<file path="config.mk">
export PLATFORM = sky130hd
export DESIGN_NAME = aging_priority_ready_queue_unit
export DESIGN_NICKNAME = d
export VERILOG_FILES = /design/src/hdl/aprq_pkg.sv /design/src/hdl/aging_priority_ready_queue_unit.sv /design/src/hdl/aprq_cell.sv /design/src/hdl/aprq_prio_table.sv
export SDC_FILE = /design/constraint.sdc
export NUM_CORES = 1
export LEC_CHECK = 0
export BUFFER_PORTS_ARGS = -buffer_cell sky130_fd_sc_hd__buf_2
export CAP_MARGIN = 20
export CORE_UTILIZATION = 45
export DETAILED_ROUTE_END_ITERATION = 16
export PLACE_DENSITY = 0.68
export REMOVE_ABC_BUFFERS = 1
export SLEW_MARGIN = 30
export SYNTH_ARGS = -nofsm -noshare
export SYNTH_HDL_FRONTEND = slang
export SYNTH_SLANG_ARGS = --single-unit
</file>
<file path="constraint.sdc">
create_clock -name clock -period 5.4 [get_ports clock]
set_input_delay 0.54 -clock clock [delete_from_list [all_inputs] [get_ports clock]]
set_output_delay 0.54 -clock clock [all_outputs]
set_load 0.01 [all_outputs]
</file>
<file path="src/hdl/aprq_pkg.sv">
// ----------------------------------------------------------------------------
// aprq_pkg: shared types and constants of the aging priority ready queue
// Widths, opcodes, status codes, controller states and the table command.
// ----------------------------------------------------------------------------
`default_nettype none

package aprq_pkg;

   localparam int MAX_TASKS    = 16;
   localparam int ID_W         = 4;
   localparam int POS_W        = $clog2(MAX_TASKS);
   localparam int COUNT_W      = $clog2(MAX_TASKS + 1);
   localparam int PRIO_W       = 6;
   localparam int REQ_PRIO_W   = 8;
   localparam int FUNC_W       = 3;
   localparam int STATUS_W     = 2;
   localparam int REQ_DATA_W   = 16;
   localparam int RSP_DATA_W   = 16;
   localparam int ID_SPACE     = (MAX_TASKS < (1 << ID_W)) ? MAX_TASKS : (1 << ID_W);
   localparam int FIRST_USER_ID = 2;

   typedef logic [ID_W-1:0]          id_type;
   typedef logic signed [PRIO_W-1:0] prio_type;

   localparam prio_type PRIO_LOW  = prio_type'(-20);
   localparam prio_type PRIO_ZERO = prio_type'(0);
   localparam logic signed [REQ_PRIO_W-1:0] REQ_LOW  = REQ_PRIO_W'(-20);
   localparam logic signed [REQ_PRIO_W-1:0] REQ_HIGH = REQ_PRIO_W'(20);

   typedef enum logic [FUNC_W-1:0] {
      FN_CREATE   = 3'd0,
      FN_APPEND   = 3'd1,
      FN_SET_PRIO = 3'd2,
      FN_DISPATCH = 3'd3,
      FN_GET_PRIO = 3'd4
   } func_type;

   typedef enum logic [STATUS_W-1:0] {
      STAT_OK      = 2'd0,
      STAT_EMPTY   = 2'd1,
      STAT_FULL    = 2'd2,
      STAT_IGNORED = 2'd3
   } status_type;

   typedef enum logic [1:0] {
      S_IDLE,
      S_SCAN,
      S_REMOVE
   } state_type;

   typedef enum logic [1:0] {
      CELL_HOLD,
      CELL_SHIFT,
      CELL_LOAD
   } cell_op_type;

   // Priority table command: one write or one dispatch update per cycle
   typedef struct packed {
      logic     wr_en;
      logic     age_en;
      id_type   addr;
      prio_type value;
   } tbl_cmd_type;

endpackage

`default_nettype wire

</file>
<file path="src/hdl/aging_priority_ready_queue_unit.sv">
// ----------------------------------------------------------------------------
// aging_priority_ready_queue_unit: ready queue with aging priority dispatch
// Task ids in arrival order, static and dynamic priorities, create / append /
// set priority / dispatch / get priority, one response word per request word.
// ----------------------------------------------------------------------------
// Usage: send one request word (req_tuser = function code, req_tdata = task
// id and requested priority); exactly one response word comes back with the
// task id, the static priority and a status in rsp_tuser. Create, append,
// set priority, get priority and unused codes finish in the accept cycle;
// their response sits in the output register on the next cycle and a new
// request is taken as soon as that response is (or is being) consumed.
// Dispatch holds the unit through a scan state and a remove state: the
// queue is a row of 16 cells that rotates one slot per cycle past a single
// comparator at the head cell until a full turn restores the original
// order, then the remove state, once the output register is free, removes
// the winner by shifting the cells behind it left, ages all remaining
// queued tasks in parallel and writes the response. A dispatch on an empty
// queue answers at once with status empty. Lower priority numbers are more
// urgent; ties go to the lower static priority, then to the earlier
// arrival. Priorities reset to 0, created ids start at 2 and run out after 15.
// ----------------------------------------------------------------------------
`default_nettype none

module aging_priority_ready_queue_unit (
   input  wire logic                               clock,
   input  wire logic                               reset,
   // request word
   input  wire logic                               req_tvalid,
   output logic                                    req_tready,
   input  wire logic [aprq_pkg::REQ_DATA_W-1:0]    req_tdata,  // [3:0] task_id, [11:4] prio
   input  wire logic [aprq_pkg::FUNC_W-1:0]        req_tuser,  // [2:0] func
   // response word
   output logic                                    rsp_tvalid,
   input  wire logic                               rsp_tready,
   output logic [aprq_pkg::RSP_DATA_W-1:0]         rsp_tdata,  // [3:0] out_task_id, [9:4] out_prio
   output logic [aprq_pkg::STATUS_W-1:0]           rsp_tuser   // [1:0] status
);
   import aprq_pkg::*;

   localparam logic [POS_W-1:0] LAST_STEP = POS_W'(MAX_TASKS - 1);

   // ---- request fields ----
   id_type                         req_id;
   logic signed [REQ_PRIO_W-1:0]   req_prio;
   func_type                       req_func;

   assign req_id   = req_tdata[ID_W-1:0];
   assign req_prio = $signed(req_tdata[ID_W+REQ_PRIO_W-1:ID_W]);
   assign req_func = func_type'(req_tuser);

   // ---- control state ----
   state_type              state_ff, state_in;
   logic [POS_W-1:0]       step_ff, step_in;
   logic [COUNT_W-1:0]     count_ff, count_in;
   logic [COUNT_W-1:0]     next_id_ff, next_id_in;
   logic [MAX_TASKS-1:0]   inq_ff, inq_in;

   // best candidate found so far during the scan
   logic                   best_valid_ff, best_valid_in;
   logic [POS_W-1:0]       best_pos_ff, best_pos_in;
   id_type                 best_id_ff, best_id_in;
   prio_type               best_dyn_ff, best_dyn_in;
   prio_type               best_st_ff, best_st_in;

   // output register
   logic                   rsp_valid_ff, rsp_valid_in;
   id_type                 rsp_id_ff, rsp_id_in;
   prio_type               rsp_prio_ff, rsp_prio_in;
   status_type             rsp_status_ff, rsp_status_in;

   logic                   accept;
   logic                   out_free;

   // ---- cell row ----
   id_type                 cell_id  [MAX_TASKS];
   id_type                 nbr_id   [MAX_TASKS];
   cell_op_type            cell_op  [MAX_TASKS];
   id_type                 load_id;

   // ---- priority table ----
   tbl_cmd_type            tbl_cmd;
   id_type                 rd_addr;
   prio_type               rd_static;
   prio_type               rd_dynamic;

   // helpers
   id_type                 head_id;
   logic                   head_live;
   logic                   head_better;
   prio_type               set_value;
   id_type                 new_id;

   assign out_free   = !rsp_valid_ff || rsp_tready;
   assign req_tready = (state_ff == S_IDLE) && out_free;
   assign accept     = req_tvalid && req_tready;

   assign head_id  = cell_id[0];
   assign rd_addr  = (state_ff == S_SCAN) ? head_id : req_id;
   assign new_id   = next_id_ff[ID_W-1:0];

   // head cell holds queue entry step_ff during the scan
   assign head_live   = {1'b0, step_ff} < count_ff;
   assign head_better = head_live &&
                        (!best_valid_ff || rd_dynamic < best_dyn_ff ||
                         (rd_dynamic == best_dyn_ff && rd_static < best_st_ff));

   assign set_value = (req_prio >= REQ_LOW && req_prio <= REQ_HIGH) ?
                      prio_type'(req_prio) : PRIO_ZERO;

   // ---- cells, each fed by its right neighbor (ring) ----
   for (genvar i = 0; i < MAX_TASKS; i++) begin : g_cell
      assign nbr_id[i] = cell_id[(i + 1) % MAX_TASKS];

      aprq_cell u_cell (
         .clock   (clock),
         .op      (cell_op[i]),
         .nbr_id  (nbr_id[i]),
         .load_id (load_id),
         .id_q    (cell_id[i])
      );
   end

   aprq_prio_table u_table (
      .clock      (clock),
      .reset      (reset),
      .cmd        (tbl_cmd),
      .age_mask   (inq_in),
      .rd_addr    (rd_addr),
      .rd_static  (rd_static),
      .rd_dynamic (rd_dynamic)
   );

   // ---- next state ----
   always_comb begin
      state_in = state_ff;
      case (state_ff)
         S_IDLE: begin
            if (accept && req_func == FN_DISPATCH && count_ff != '0) begin
               state_in = S_SCAN;
            end
         end
         S_SCAN: begin
            if (step_ff == LAST_STEP) begin
               state_in = S_REMOVE;
            end
         end
         S_REMOVE: begin
            if (out_free) begin
               state_in = S_IDLE;
            end
         end
         default: state_in = S_IDLE;
      endcase
   end

   // ---- datapath control ----
   always_comb begin
      step_in       = step_ff;
      count_in      = count_ff;
      next_id_in    = next_id_ff;
      inq_in        = inq_ff;
      best_valid_in = best_valid_ff;
      best_pos_in   = best_pos_ff;
      best_id_in    = best_id_ff;
      best_dyn_in   = best_dyn_ff;
      best_st_in    = best_st_ff;
      rsp_valid_in  = rsp_valid_ff && !rsp_tready;
      rsp_id_in     = rsp_id_ff;
      rsp_prio_in   = rsp_prio_ff;
      rsp_status_in = rsp_status_ff;
      load_id       = req_id;
      tbl_cmd       = '{wr_en: 1'b0, age_en: 1'b0, addr: req_id, value: PRIO_ZERO};
      for (int i = 0; i < MAX_TASKS; i++) begin
         cell_op[i] = CELL_HOLD;
      end

      case (state_ff)
         S_IDLE: begin
            if (accept) begin
               rsp_valid_in  = 1'b1;
               rsp_id_in     = req_id;
               rsp_prio_in   = PRIO_ZERO;
               rsp_status_in = STAT_OK;
               case (req_func)
                  FN_CREATE: begin
                     if (next_id_ff >= COUNT_W'(ID_SPACE) ||
                         count_ff >= COUNT_W'(MAX_TASKS)) begin
                        rsp_id_in     = '0;
                        rsp_status_in = STAT_FULL;
                     end else begin
                        rsp_id_in     = new_id;
                        tbl_cmd.wr_en = 1'b1;
                        tbl_cmd.addr  = new_id;
                        next_id_in    = next_id_ff + COUNT_W'(1);
                        load_id       = new_id;
                        // an id appended before it was created stays put
                        if (!inq_ff[new_id]) begin
                           inq_in[new_id] = 1'b1;
                           count_in       = count_ff + COUNT_W'(1);
                           for (int i = 0; i < MAX_TASKS; i++) begin
                              if (count_ff == COUNT_W'(i)) cell_op[i] = CELL_LOAD;
                           end
                        end
                     end
                  end
                  FN_APPEND: begin
                     if ({1'b0, req_id} >= COUNT_W'(MAX_TASKS)) begin
                        rsp_status_in = STAT_IGNORED;
                     end else begin
                        rsp_prio_in = rd_static;
                        if (req_id == '0 || inq_ff[req_id]) begin
                           rsp_status_in = STAT_IGNORED;
                        end else if (count_ff >= COUNT_W'(MAX_TASKS)) begin
                           rsp_status_in = STAT_FULL;
                        end else begin
                           inq_in[req_id] = 1'b1;
                           count_in       = count_ff + COUNT_W'(1);
                           for (int i = 0; i < MAX_TASKS; i++) begin
                              if (count_ff == COUNT_W'(i)) cell_op[i] = CELL_LOAD;
                           end
                        end
                     end
                  end
                  FN_SET_PRIO: begin
                     if ({1'b0, req_id} >= COUNT_W'(MAX_TASKS)) begin
                        rsp_status_in = STAT_IGNORED;
                     end else begin
                        tbl_cmd.wr_en = 1'b1;
                        tbl_cmd.value = set_value;
                        rsp_prio_in   = set_value;
                     end
                  end
                  FN_DISPATCH: begin
                     if (count_ff == '0) begin
                        rsp_id_in     = '0;
                        rsp_status_in = STAT_EMPTY;
                     end else begin
                        // response comes from the remove cycle
                        rsp_valid_in  = 1'b0;
                        best_valid_in = 1'b0;
                        step_in       = '0;
                     end
                  end
                  FN_GET_PRIO: begin
                     if ({1'b0, req_id} >= COUNT_W'(MAX_TASKS)) begin
                        rsp_status_in = STAT_IGNORED;
                     end else begin
                        rsp_prio_in = rd_static;
                     end
                  end
                  default: begin
                     rsp_id_in     = '0;
                     rsp_status_in = STAT_IGNORED;
                  end
               endcase
            end
         end

         S_SCAN: begin
            // rotate one slot; the comparator looks at the head cell
            for (int i = 0; i < MAX_TASKS; i++) begin
               cell_op[i] = CELL_SHIFT;
            end
            step_in = step_ff + POS_W'(1);
            if (head_better) begin
               best_valid_in = 1'b1;
               best_pos_in   = step_ff;
               best_id_in    = head_id;
               best_dyn_in   = rd_dynamic;
               best_st_in    = rd_static;
            end
         end

         S_REMOVE: begin
            if (out_free) begin
               // close the gap left by the winner
               for (int i = 0; i < MAX_TASKS; i++) begin
                  if (POS_W'(i) >= best_pos_ff) cell_op[i] = CELL_SHIFT;
               end
               inq_in[best_id_ff] = 1'b0;
               count_in           = count_ff - COUNT_W'(1);
               tbl_cmd.age_en     = 1'b1;
               tbl_cmd.addr       = best_id_ff;
               rsp_valid_in       = 1'b1;
               rsp_id_in          = best_id_ff;
               rsp_prio_in        = best_st_ff;
               rsp_status_in      = STAT_OK;
            end
         end

         default: ;
      endcase
   end

   // ---- registers ----
   always_ff @(posedge clock) begin
      if (reset) begin
         state_ff      <= S_IDLE;
         step_ff       <= '0;
         count_ff      <= '0;
         next_id_ff    <= COUNT_W'(FIRST_USER_ID);
         inq_ff        <= '0;
         best_valid_ff <= 1'b0;
         rsp_valid_ff  <= 1'b0;
      end else begin
         state_ff      <= state_in;
         step_ff       <= step_in;
         count_ff      <= count_in;
         next_id_ff    <= next_id_in;
         inq_ff        <= inq_in;
         best_valid_ff <= best_valid_in;
         rsp_valid_ff  <= rsp_valid_in;
      end
   end

   always_ff @(posedge clock) begin
      best_pos_ff   <= best_pos_in;
      best_id_ff    <= best_id_in;
      best_dyn_ff   <= best_dyn_in;
      best_st_ff    <= best_st_in;
      rsp_id_ff     <= rsp_id_in;
      rsp_prio_ff   <= rsp_prio_in;
      rsp_status_ff <= rsp_status_in;
   end

   assign rsp_tvalid = rsp_valid_ff;
   assign rsp_tdata  = {{(RSP_DATA_W-ID_W-PRIO_W){1'b0}}, rsp_prio_ff, rsp_id_ff};
   assign rsp_tuser  = rsp_status_ff;

   // ---- assertions ----
   // queue fill always matches the number of queued-task flags
   a_count_flags: assert property (@(posedge clock) disable iff (reset)
      $countones(inq_ff) == count_ff)
      else $error("queue count and queued flags disagree");

   a_count_range: assert property (@(posedge clock) disable iff (reset)
      count_ff <= COUNT_W'(MAX_TASKS))
      else $error("queue count overflow");

   // a finished scan always has a winner
   a_scan_winner: assert property (@(posedge clock) disable iff (reset)
      state_ff == S_REMOVE |-> best_valid_ff && inq_ff[best_id_ff])
      else $error("remove without a queued winner");

   // the remove cycle delivers an ok response and drops one entry
   a_remove_rsp: assert property (@(posedge clock) disable iff (reset)
      (state_ff == S_REMOVE && out_free) |=>
         (rsp_valid_ff && rsp_status_ff == STAT_OK &&
          count_ff == $past(count_ff) - COUNT_W'(1)))
      else $error("dispatch response or removal missing");

endmodule

`default_nettype wire

</file>
<file path="src/hdl/aprq_cell.sv">
// ----------------------------------------------------------------------------
// aprq_cell: one slot of the ready queue
// Holds a task id; keeps it, takes the right neighbor's id, or loads a new one.
// ----------------------------------------------------------------------------
`default_nettype none

module aprq_cell (
   input  wire logic                 clock,
   input  wire aprq_pkg::cell_op_type op,
   input  wire aprq_pkg::id_type     nbr_id,
   input  wire aprq_pkg::id_type     load_id,
   output aprq_pkg::id_type          id_q
);
   import aprq_pkg::*;

   id_type id_ff;
   id_type id_in;

   always_comb begin
      case (op)
         CELL_SHIFT: id_in = nbr_id;
         CELL_LOAD:  id_in = load_id;
         default:    id_in = id_ff;
      endcase
   end

   always_ff @(posedge clock) begin
      id_ff <= id_in;
   end

   assign id_q = id_ff;

endmodule

`default_nettype wire

</file>
<file path="src/hdl/aprq_prio_table.sv">
// ----------------------------------------------------------------------------
// aprq_prio_table: static and dynamic priority of every task
// One read port; writes for set priority / create; dispatch reload and aging.
// ----------------------------------------------------------------------------
`default_nettype none

module aprq_prio_table (
   input  wire logic                   clock,
   input  wire logic                   reset,
   input  wire aprq_pkg::tbl_cmd_type  cmd,
   input  wire logic [aprq_pkg::MAX_TASKS-1:0] age_mask,
   input  wire aprq_pkg::id_type       rd_addr,
   output aprq_pkg::prio_type          rd_static,
   output aprq_pkg::prio_type          rd_dynamic
);
   import aprq_pkg::*;

   prio_type static_ff  [MAX_TASKS];
   prio_type static_in  [MAX_TASKS];
   prio_type dynamic_ff [MAX_TASKS];
   prio_type dynamic_in [MAX_TASKS];

   always_comb begin
      for (int i = 0; i < MAX_TASKS; i++) begin
         static_in[i]  = static_ff[i];
         dynamic_in[i] = dynamic_ff[i];
         if (cmd.wr_en && cmd.addr == ID_W'(i)) begin
            static_in[i]  = cmd.value;
            dynamic_in[i] = cmd.value;
         end else if (cmd.age_en) begin
            if (cmd.addr == ID_W'(i)) begin
               // dispatched task restarts from its static priority
               dynamic_in[i] = static_ff[i];
            end else if (age_mask[i]) begin
               dynamic_in[i] = (dynamic_ff[i] > PRIO_LOW) ?
                               dynamic_ff[i] - prio_type'(1) : PRIO_LOW;
            end
         end
      end
   end

   always_ff @(posedge clock) begin
      for (int i = 0; i < MAX_TASKS; i++) begin
         if (reset) begin
            static_ff[i]  <= PRIO_ZERO;
            dynamic_ff[i] <= PRIO_ZERO;
         end else begin
            static_ff[i]  <= static_in[i];
            dynamic_ff[i] <= dynamic_in[i];
         end
      end
   end

   assign rd_static  = static_ff[rd_addr];
   assign rd_dynamic = dynamic_ff[rd_addr];

endmodule

`default_nettype wire
</file>
## Word level (Yosys, flattened, before mapping)

Memories as Yosys holds them, arrays and structs flattened.
Cells that the tools add are included.

| word-level totals | value |
|---|---|
| register bits after elaboration | 130 |
| bits in writable memories | 192 |
| word-level logic and storage cells | 549 |
| memories kept | 2 |

Memory list:

| name | depth | width | read ports | clocked after memory_dff | write ports | line | RTL |
|---|---|---|---|---|---|---|---|
| u_table.dynamic_ff | 16 | 6 | 17 | 0 | 16 | aprq_prio_table.sv:20 | `prio_type dynamic_ff [MAX_TASKS];` |
| u_table.static_ff | 16 | 6 | 17 | 0 | 16 | aprq_prio_table.sv:18 | `prio_type static_ff [MAX_TASKS];` |

| cells by class | value |
|---|---|
| add/sub/neg operators | 20 |
| order comparisons | 45 |
| equal/unequal tests | 82 |
| mux-type cells | 264 |
| bitwise gates (word level) | 37 |
| reductions and logical operators | 69 |

Operator list:

| operator | count |
|---|---|
| $mux 6 | 133 |
| $mux 32 | 5 |
| $pmux 4 s2 | 19 |
| $gt 6x6->1 const B | 16 |
| $mux 16 | 6 |
| $pmux 32 s3 | 1 |
| $sub 6x2->6 const B | 16 |
| $pmux 16 s2 | 2 |
| $pmux 32 s2 | 1 |
| $mux 4 | 12 |
| $mux 2 | 23 |
| $eq 5x4->1 const B | 8 |
| $mux 1 | 37 |
| $eq 4x4->1 const B | 9 |
| $reduce_bool 2->1 | 18 |
| $mux 5 | 7 |
| $eq 2x1->1 const B | 17 |
| $eq 2x2->1 const B | 17 |
| $ge 4x4->1 const A | 8 |
| $or 1x1->1 | 32 |
| $or 16x16->16 | 2 |
| $mux 31 | 1 |
| $logic_and 1x1->1 | 27 |
| $pmux 6 s2 | 2 |
| other kinds (53) | 98 |

## Logic depth before layout (Yosys ltp)

Gate-level depths: netlist (run 1).

| logic depth | value |
|---|---|
| depth in word-level cells | 15 |
| depth in mapped cells | 19 |

## Cells and area by module

A second synthesis (run 1) with hierarchy kept.

| unflattened totals | value |
|---|---|
| cell total of the unflattened synthesis | 2232 |
| area total of the unflattened synthesis | 20161.8 um^2 |

By module, submodules not included:

| module | times used | cells an instance | area each (um^2) | seq. area each (um^2) |
|---|---|---|---|---|
| aprq_prio_table | 1 | 1502 | 12554.5 | 3843.7 |
| aging_priority_ready_queue_unit | 1 | 554 | 4644.5 | 1641.6 |
| aprq_cell | 16 | 11 | 185.2 | 120.1 |

## Worst setup path after synthesis (run 1)

Ideal clock, no wire load.

| timing | value |
|---|---|
| path kind | reg2reg |
| start | register state_ff[0] |
| end | register best_dyn_ff[0], enable pin |
| setup time | 0.377 ns |
| arrival time | 4.320 ns |
| data required time | 5.023 ns |
| path slack | 0.703 ns |
| stages on the path, launching flop included | 17 |
| path buffers | 5 |
| clock period less this slack | 4.697 ns |
| cell sequence | dfxtp_1 buf_4 nor2b_4 buf_4 mux2i_4 buf_4 buf_4 buf_4 mux4_2 a211oi_1 a31oi_1 ha_1 and4_1 a2111oi_0 nand2_1 or3_1 nand2_1 |

| on the way | value |
|---|---|
| word-level cells in the longest chain between the ends | 8 |

RTL lines:

| item | line | RTL |
|---|---|---|
| start: declaration | aging_priority_ready_queue_unit.sv:52 | `state_type state_ff, state_in;` |
| start signal: assignment | aging_priority_ready_queue_unit.sv:306 | `state_ff <= state_in;` |
| $eq 2x1->1 | aging_priority_ready_queue_unit.sv:98 | `assign rd_addr = (state_ff == S_SCAN) ? head_id : req_id;` |
| $mux 4 | aging_priority_ready_queue_unit.sv:98 |  |
| $mem_v2 16x6 | - |  |
| named net rd_static[5] | aging_priority_ready_queue_unit.sv:83 | `prio_type rd_static;` |
| $lt 6x6->1 | aging_priority_ready_queue_unit.sv:105 | `(rd_dynamic == best_dyn_ff && rd_static < best_st_ff));` |
| $logic_and 1x1->1 | aging_priority_ready_queue_unit.sv:105 |  |
| $logic_or 1x1->1 | aging_priority_ready_queue_unit.sv:104 | `(!best_valid_ff \|\| rd_dynamic < best_dyn_ff \|\|` |
| $logic_and 1x1->1 | aging_priority_ready_queue_unit.sv:103 | `assign head_better = head_live &&` |
| $reduce_and 2->1 (no source line) | - |  |
| end signal: assignment | aging_priority_ready_queue_unit.sv:319 | `best_dyn_ff <= best_dyn_in;` |
| end: declaration | aging_priority_ready_queue_unit.sv:62 | `prio_type best_dyn_ff, best_dyn_in;` |

The timed path passes the listed nets, and every way through them passes these cells.
A chain may end at the register's enable or synchronous reset.

## Worst setup path after layout (run 1)

| timing | value |
|---|---|
| start | register state_ff[1] |
| end | register best_id_ff[3], enable pin |

| on the way | value |
|---|---|
| word-level cells in the longest chain between the ends | 8 |

RTL lines:

| item | line | RTL |
|---|---|---|
| $eq 2x1->1 | aging_priority_ready_queue_unit.sv:98 |  |
| $mux 4 | aging_priority_ready_queue_unit.sv:98 |  |
| $mem_v2 16x6 | - |  |
| named net rd_static[5] | aging_priority_ready_queue_unit.sv:83 |  |
| $lt 6x6->1 | aging_priority_ready_queue_unit.sv:105 |  |
| $logic_and 1x1->1 | aging_priority_ready_queue_unit.sv:105 |  |
| $logic_or 1x1->1 | aging_priority_ready_queue_unit.sv:104 |  |
| $logic_and 1x1->1 | aging_priority_ready_queue_unit.sv:103 |  |
| $reduce_and 2->1 (no source line) | - |  |
| end signal: assignment | aging_priority_ready_queue_unit.sv:318 | `best_id_ff <= best_id_in;` |
| end: declaration | aging_priority_ready_queue_unit.sv:61 | `id_type best_id_ff, best_id_in;` |

The timed path passes the listed nets, and every way through them passes these cells.

==> flow_metrics.env, run 1 <==
export IMPL_irDropWorstVdd_mv=0.2701
export IMPL_vias=18286
export IMPL_fin_crit_ps=5110
export IMPL_dpl_hpwl_mm=46.97
export IMPL_reg2reg_depth=13
export IMPL_hold_viol=0
export IMPL_p_per_area_nw_per_um2=256.9
export IMPL_area_growth_synth_to_final_pct=9.788
export IMPL_antenna_found_initial=0
export IMPL_timing_hold_ws_ps=426.9
export IMPL_mostFrequentLayoutCell="nand2_1"
export IMPL_synth_avg_cell_area_um2=8.585
export IMPL_final_setup_viol_count=0
export IMPL_end_kind="flip-flop"
export IMPL_path_depth=13
export IMPL_slew_viol_final=0
export IMPL_postCtsResizedCells=0
export IMPL_grt_pass1_vias=17142
export IMPL_die_w_um=210.5
export IMPL_yosys_warnings=0
export IMPL_synth_cell_types=98
export IMPL_critPathTopFamily="simple AND/OR/NAND/NOR gates"
export IMPL_yosys_area_share_simple_pct=21.71
export IMPL_cp_slowest_cell="mux4_2"
export IMPL_clkLatencyLatePin_ps=570
export IMPL_crit_chain="nor2b_4, mux2i_4, buf_4, mux4_2, a211oi_1, a31oi_1, ha_1, and4_1, a2111oi_0, nand2_1, or3_1, nand2_1, buf_4"
export IMPL_drive_above_1_share_pct=11.79
export IMPL_crit_arrival_ps=5330
export IMPL_cts_setup_buffers=0
export IMPL_cp_required_ps=5620
export IMPL_p_leak_nw=7.700
export IMPL_drv_cap=0
export IMPL_n_antenna_cell=0
export IMPL_reg2reg_setup_slack_ps=290
export IMPL_crit_path_start_kind="flip-flop"
export IMPL_yosysSeqAreaShare_pct=37.87
export IMPL_tns_ps=0
export IMPL_skew_ps=37.39
export IMPL_fmax_ghz=0.1957
export IMPL_status="completed"
export IMPL_cts_sinks=322
export IMPL_synth_edf_count=96
export IMPL_wire_per_inst_um=23.00
export IMPL_grt_max_degree=102
export IMPL_hold_depth=5
export IMPL_fillCellCount=4090
export IMPL_critical_path_class="reg2reg"
export IMPL_std_cell_rows=76
export IMPL_cts_buffer_depth=3
export IMPL_syn_cell_area_um2=19560
export IMPL_synth_compound_area_share_pct=20.60
export IMPL_hold_class="in2reg"
export IMPL_layout_common_cells="nand2_1, nor2_1, a21oi_1"
export IMPL_ys_ff_latch=322
export IMPL_worst_pin_slew_ps=967.1
export IMPL_cts_tree="yes"
export IMPL_clock_root_buffer="clkbuf_16"
export IMPL_synthAdderAreaFrac_pct=4.670
export IMPL_max_slew_margin_pct=35.53
export IMPL_async_flop_share_pct=0
export IMPL_synthCells=2278
export IMPL_die_area_um2=44300
export IMPL_slowest_delay_ps=580
export IMPL_synth_main_ff_cell="dfxtp_1"
export IMPL_drt_iter0_markers=2046
export IMPL_first_pass_iters=6
export IMPL_drcViolationCount=0
export IMPL_synth_xor_area_share_pct=1.612
export IMPL_nNetsFinal=2348
export IMPL_h_tree_depth=2
export IMPL_numCtsBuffers=38
export IMPL_grt_use_total_pct=29.65
export IMPL_die_y_um=210.5
export IMPL_final_util_pct=49.96
export IMPL_core_area_um2=42980
export IMPL_start_util_pct=45.50
export IMPL_cp_max_fo=28
export IMPL_gp_congestion=0.9774
export IMPL_antenna_left=0
export IMPL_wl_mm=65.92
export IMPL_synthMuxAreaShare_pct=7.965
export IMPL_gr_total_overflow=0
export IMPL_synth_top_family_by_area="simple AND/OR/NAND/NOR gates"
export IMPL_post_route_period_util_pct=94.64
export IMPL_rsz0062_at_grt="false"
export IMPL_pin_count=43
export IMPL_port_buffers=32
export IMPL_vias_per_cell=6.380
export IMPL_cts_hold_buf=0
export IMPL_grt_pass1_wl_mm=101.3
export IMPL_clk_pin_slew_ps=60
export IMPL_worst_path_buf_inv=2
cells by family (layout without fill, tap and decap cells):
logic type / after synthesis / after routing
adder cells (fa/ha/maj): 73 / 73
flip-flops: 322 / 322
AND/OR/NAND/NOR: 900 / 900
XOR/XNOR: 36 / 36
other: 1 / 6
multiplexers: 90 / 90
AO/OA/AOI/OAI: 612 / 612
buffers and inverters: 244 / 242
flip-flops by register name, summed over array words and instances, names as in the netlist, 5 cells and up:
register and flops:
u_table.dynamic_ff 96, u_table.static_ff 96, g_cell.u_cell.id_q 64, inq_ff 16
best_dyn_ff 6, best_st_ff 6, rsp_prio_ff 6, count_ff 5
next_id_ff 5
layout make-up:
| type | count | area [um^2] | area share (%) |
|---|---|---|---|
| clock buffer | 52 | 1065 | 4.959 |
| tap | 585 | 732.0 | 3.409 |
| sequential | 322 | 7407 | 34.50 |
| timing repair buffer | 93 | 644.4 | 3.001 |
| clock inverter | 17 | 143.9 | 0.6701 |
| multi-input combinational | 1717 | 11180 | 52.07 |
| inverter | 80 | 300.3 | 1.399 |
final timing paths:
check                     startpoint                  endpoint
min reg2reg  u_table.static_ff[6][3]   u_table.static_ff[6][3]
max reg2reg              state_ff[1]             best_id_ff[3]
min                     req_tdata[7]  u_table.static_ff[11][3]
max                      state_ff[1]             best_id_ff[3]
metal layers:
metal	global-route usage, %	wire length (um)
met5	0	0
met1	38.80	26350
met4	17.62	4214
met3	4.797	6155
met2	46.24	29200
report_power, final:
group	switching, W	internal (W)	leakage (nW)
registers	0.0000166	0.00250	2.70
clock network	0.00109	0.00144	0.593
logic	0.000332	0.000136	4.41
total	0.00144	0.00408	7.70
tightest hold or removal path, stage by stage:
cell	delay, ps
buf_2	150
nand2_1	80
nor3_2	60
nand2_1	70
a21oi_1	60
synthesized netlist by cell type, types with 25 or more instances:
| library cell | count | area share (%) |
|---|---|---|
| nand2_1 | 307 | 5.9 |
| nor2_1 | 276 | 5.3 |
| a21oi_1 | 243 | 6.2 |
| dfxtp_1 | 226 | 23 |
| edfxtp_1 | 96 | 15 |
| nor3_1 | 88 | 2.3 |
| inv_1 | 80 | 1.5 |
| clkbuf_1 | 79 | 1.5 |
| ha_1 | 73 | 4.7 |
| o21ai_0 | 68 | 1.7 |
| mux4_2 | 51 | 5.9 |
| a31oi_1 | 47 | 1.5 |
| a211oi_1 | 43 | 1.7 |
| nand3_1 | 40 | 1.0 |
| buf_2 | 36 | 0.92 |
| mux2i_1 | 33 | 1.7 |
| a311oi_1 | 31 | 1.4 |
| and2_1 | 30 | 0.96 |
| nand4_1 | 25 | 0.80 |
through the flow:
stage               setup slack [ps]  power (W)  cells  instance area [um^2]
finish                         289.7   0.005516   2866                 21470
global route                   18.06   0.005663   2866                 21470
detailed placement             377.4   0.003025   2797                 20260
global placement               431.6   0.003019   2795                 20230
CTS                            355.9   0.005527   2866                 21470
floorplan                      -1859   0.002825   2119                 18790
(Power assumes the default switching activity.)
==> run 2, diff against run 1 <==
--- a/config.mk
+++ b/config.mk
@@ -5,8 +5,10 @@
 export SDC_FILE = /design/constraint.sdc
 export NUM_CORES = 1
 export LEC_CHECK = 0
+export ABC_AREA = 0
 export BUFFER_PORTS_ARGS = -buffer_cell sky130_fd_sc_hd__buf_2
 export CAP_MARGIN = 20
+export CORE_ASPECT_RATIO = 0.6
 export CORE_UTILIZATION = 45
 export DETAILED_ROUTE_END_ITERATION = 16
 export PLACE_DENSITY = 0.68
==> constraint.sdc (replaced) <==
create_clock -name clock -period 6.6 [get_ports clock]
set_input_delay 0.66 -clock clock [delete_from_list [all_inputs] [get_ports clock]]
set_output_delay 0.66 -clock clock [all_outputs]
set_load 0.01 [all_outputs]
==> flow_metrics.env, run 2 (same netlist as run 1, synthesis figures left out) <==
export IMPL_grt_pass1_vias=16810
export IMPL_cp_slowest_cell="dfxtp_1"
export IMPL_worst_path_buf_inv=3
export IMPL_irDropWorstVdd_mv=0.2348
export IMPL_grt_max_degree=86
export IMPL_cts_buffer_depth=3
export IMPL_grt_use_met2_pct=40.19
export IMPL_final_setup_viol_count=0
export IMPL_p_per_area_nw_per_um2=211.8
export IMPL_p_leak_nw=7.596
export IMPL_vias=18600
export IMPL_reg2reg_depth=17
export IMPL_r2r_start="state_ff[0]"
export IMPL_final_cells=2824
export IMPL_worst_pin_slew_ps=1088
export IMPL_drt_iter0_markers=3093
export IMPL_start_util_pct=46.15
export IMPL_die_area_um2=44330
export IMPL_use_met3_pct=12.95
export IMPL_post_place_ws_ps=1119
export IMPL_slew_viol_final=0
export IMPL_reg2reg_setup_slack_ps=910
export IMPL_power_w=0.004507
export IMPL_pin_count=43
export IMPL_critical_path_class="reg2reg"
export IMPL_switchingPower_w=0.001172
export IMPL_die_y_um=163.5
export IMPL_port_buffers=32
export IMPL_wl_mm=69.87
export IMPL_crit_chain="nor2b_4, buf_4, mux2i_4, buf_4, mux4_2, and2_1, a211oi_1, a31oi_1, ha_1, a21o_1, nand2_1, a31oi_1, a2111oi_0, nand2_1, or3_1, nand2_1, buf_4"
export IMPL_cts_sinks=322
export IMPL_cp_max_fo=19
export IMPL_first_pass_iters=6
export IMPL_numCtsBuffers=34
export IMPL_critPathTopFamily="compound AO/OA/AOI/OAI gates"
export IMPL_vias_per_cell=6.586
export IMPL_antenna_found_initial=1
export IMPL_skew_ps=20.30
export IMPL_mostFrequentLayoutCell="nand2_1"
export IMPL_regToRegEndpoint="best_pos_ff[0]"
export IMPL_cts_tree="yes"
export IMPL_seqPwrFrac_pct=45.7
export IMPL_nNetsFinal=2324
export IMPL_gr_total_overflow=0
export IMPL_cts_setup_buffers=0
export IMPL_cts_hold_buf=0
export IMPL_end_kind="flip-flop"
export IMPL_p_int_w=0.003335
export IMPL_grt_pass1_wl_mm=104.8
export IMPL_swShare_pct=25.99
export IMPL_clock_root_buffer="clkbuf_16"
export IMPL_postLayoutCellArea_um2=21280
export IMPL_layout_common_cells="nand2_1, nor2_1, a21oi_1"
export IMPL_crit_path_start_kind="flip-flop"
export IMPL_place_inst=2762
export IMPL_status="completed"
export IMPL_hold_depth=2
export IMPL_gp_congestion=1.026
export IMPL_grt_use_total_pct=31.05
export IMPL_holdPathEnd="u_table.static_ff[13][0]"
export IMPL_cp_required_ps=6830
export IMPL_antenna_left=0
export IMPL_combPwrFrac_pct=8.6
export IMPL_slowest_delay_ps=640
export IMPL_drive_above_1_share_pct=11.10
export IMPL_fin_ws_ps=911.2
export IMPL_hold_viol=0
export IMPL_pwr_share_clk_pct=45.7
export IMPL_core_area_um2=42380
export IMPL_die_w_um=271.1
export IMPL_wire_per_inst_um=24.74
export IMPL_regArea_um2=7407
export IMPL_clkLatencyLatePin_ps=550
export IMPL_top_usage_layer="met1"
export IMPL_fin_crit_ps=5689
export IMPL_crit_arrival_ps=5920
export IMPL_hp_start="u_table.static_ff[13][0]"
export IMPL_fmax_ghz=0.1758
export IMPL_postCtsResizedCells=0
export IMPL_area_growth_synth_to_final_pct=8.822
export IMPL_tns_ps=0
export IMPL_hold_class="reg2reg"
export IMPL_dpl_hpwl_mm=50.54
export IMPL_max_slew_margin_pct=27.04
export IMPL_grtUsageMet1_pct=45.91
export IMPL_std_cell_rows=58
export IMPL_dpl_cell_area_um2=20110
export IMPL_clk_pin_slew_ps=60
export IMPL_multi_input_area_um2=11220
export IMPL_drcViolationCount=0
export IMPL_post_route_period_util_pct=86.19
export IMPL_h_tree_depth=2
export IMPL_fillCellCount=4002
export IMPL_drv_cap=0
export IMPL_rsz0062_at_grt="false"
==> run 2: worst max-delay path by stage <==
stage	start	to	slack, ps	depth (start not counted)
after floorplan	state_ff[0]	best_dyn_ff[0]	-660	14
after global placement	state_ff[0]	best_pos_ff[0]	1060	17
after detailed placement	state_ff[0]	best_pos_ff[1]	1120	17
after CTS	state_ff[0]	best_st_ff[4]	1110	17
after global routing	state_ff[0]	best_st_ff[4]	720	17
final	state_ff[0]	best_pos_ff[0]	910	17
==> run 2: power by group through the flow <==
stage               sequential [W]  combinational (W)  clock, W
floorplan                  0.00210           0.000210         0
global placement           0.00210           0.000365         0
detailed placement         0.00210           0.000372         0
CTS                        0.00206           0.000373   0.00207
global route               0.00206           0.000409   0.00215
finish                     0.00206           0.000388   0.00206
==> run 2: metrics by stage <==
step | utilization, % | hold WS, ps
finish | 50.22 | 473.7
global placement | 47.42 | 454.0
floorplan | - | 431.3
CTS | 50.18 | 472.4
global route | 50.22 | 496.8
detailed placement | 47.46 | 464.1
==> run 2: layout make-up <==
cell class,count,share of cell area (%)
Multi-Input combinational cell,1717,52.72
Sequential cell,322,34.80
Clock buffer,52,4.944
Tap cell,570,3.351
Timing Repair Buffer,73,2.287
Inverter,80,1.411
Clock inverter,9,0.4762
Antenna cell,1,0.01176
==> run 2: layer usage <==
layer / up-vias / share of wire, %
li1: 8232 / -
met1: 8952 / 43
met2: 1267 / 38
met3: 149 / 16
met4: 0 / 2.7
met5: - / 0
==> run 2: tightest hold or removal path: cells and delay by family (launching register included) <==
| kind | cells | cell delay (ps) |
|---|---|---|
| flops | 1 | 320 |
| compound gates | 1 | 50 |
| simple gates | 1 | 60 |
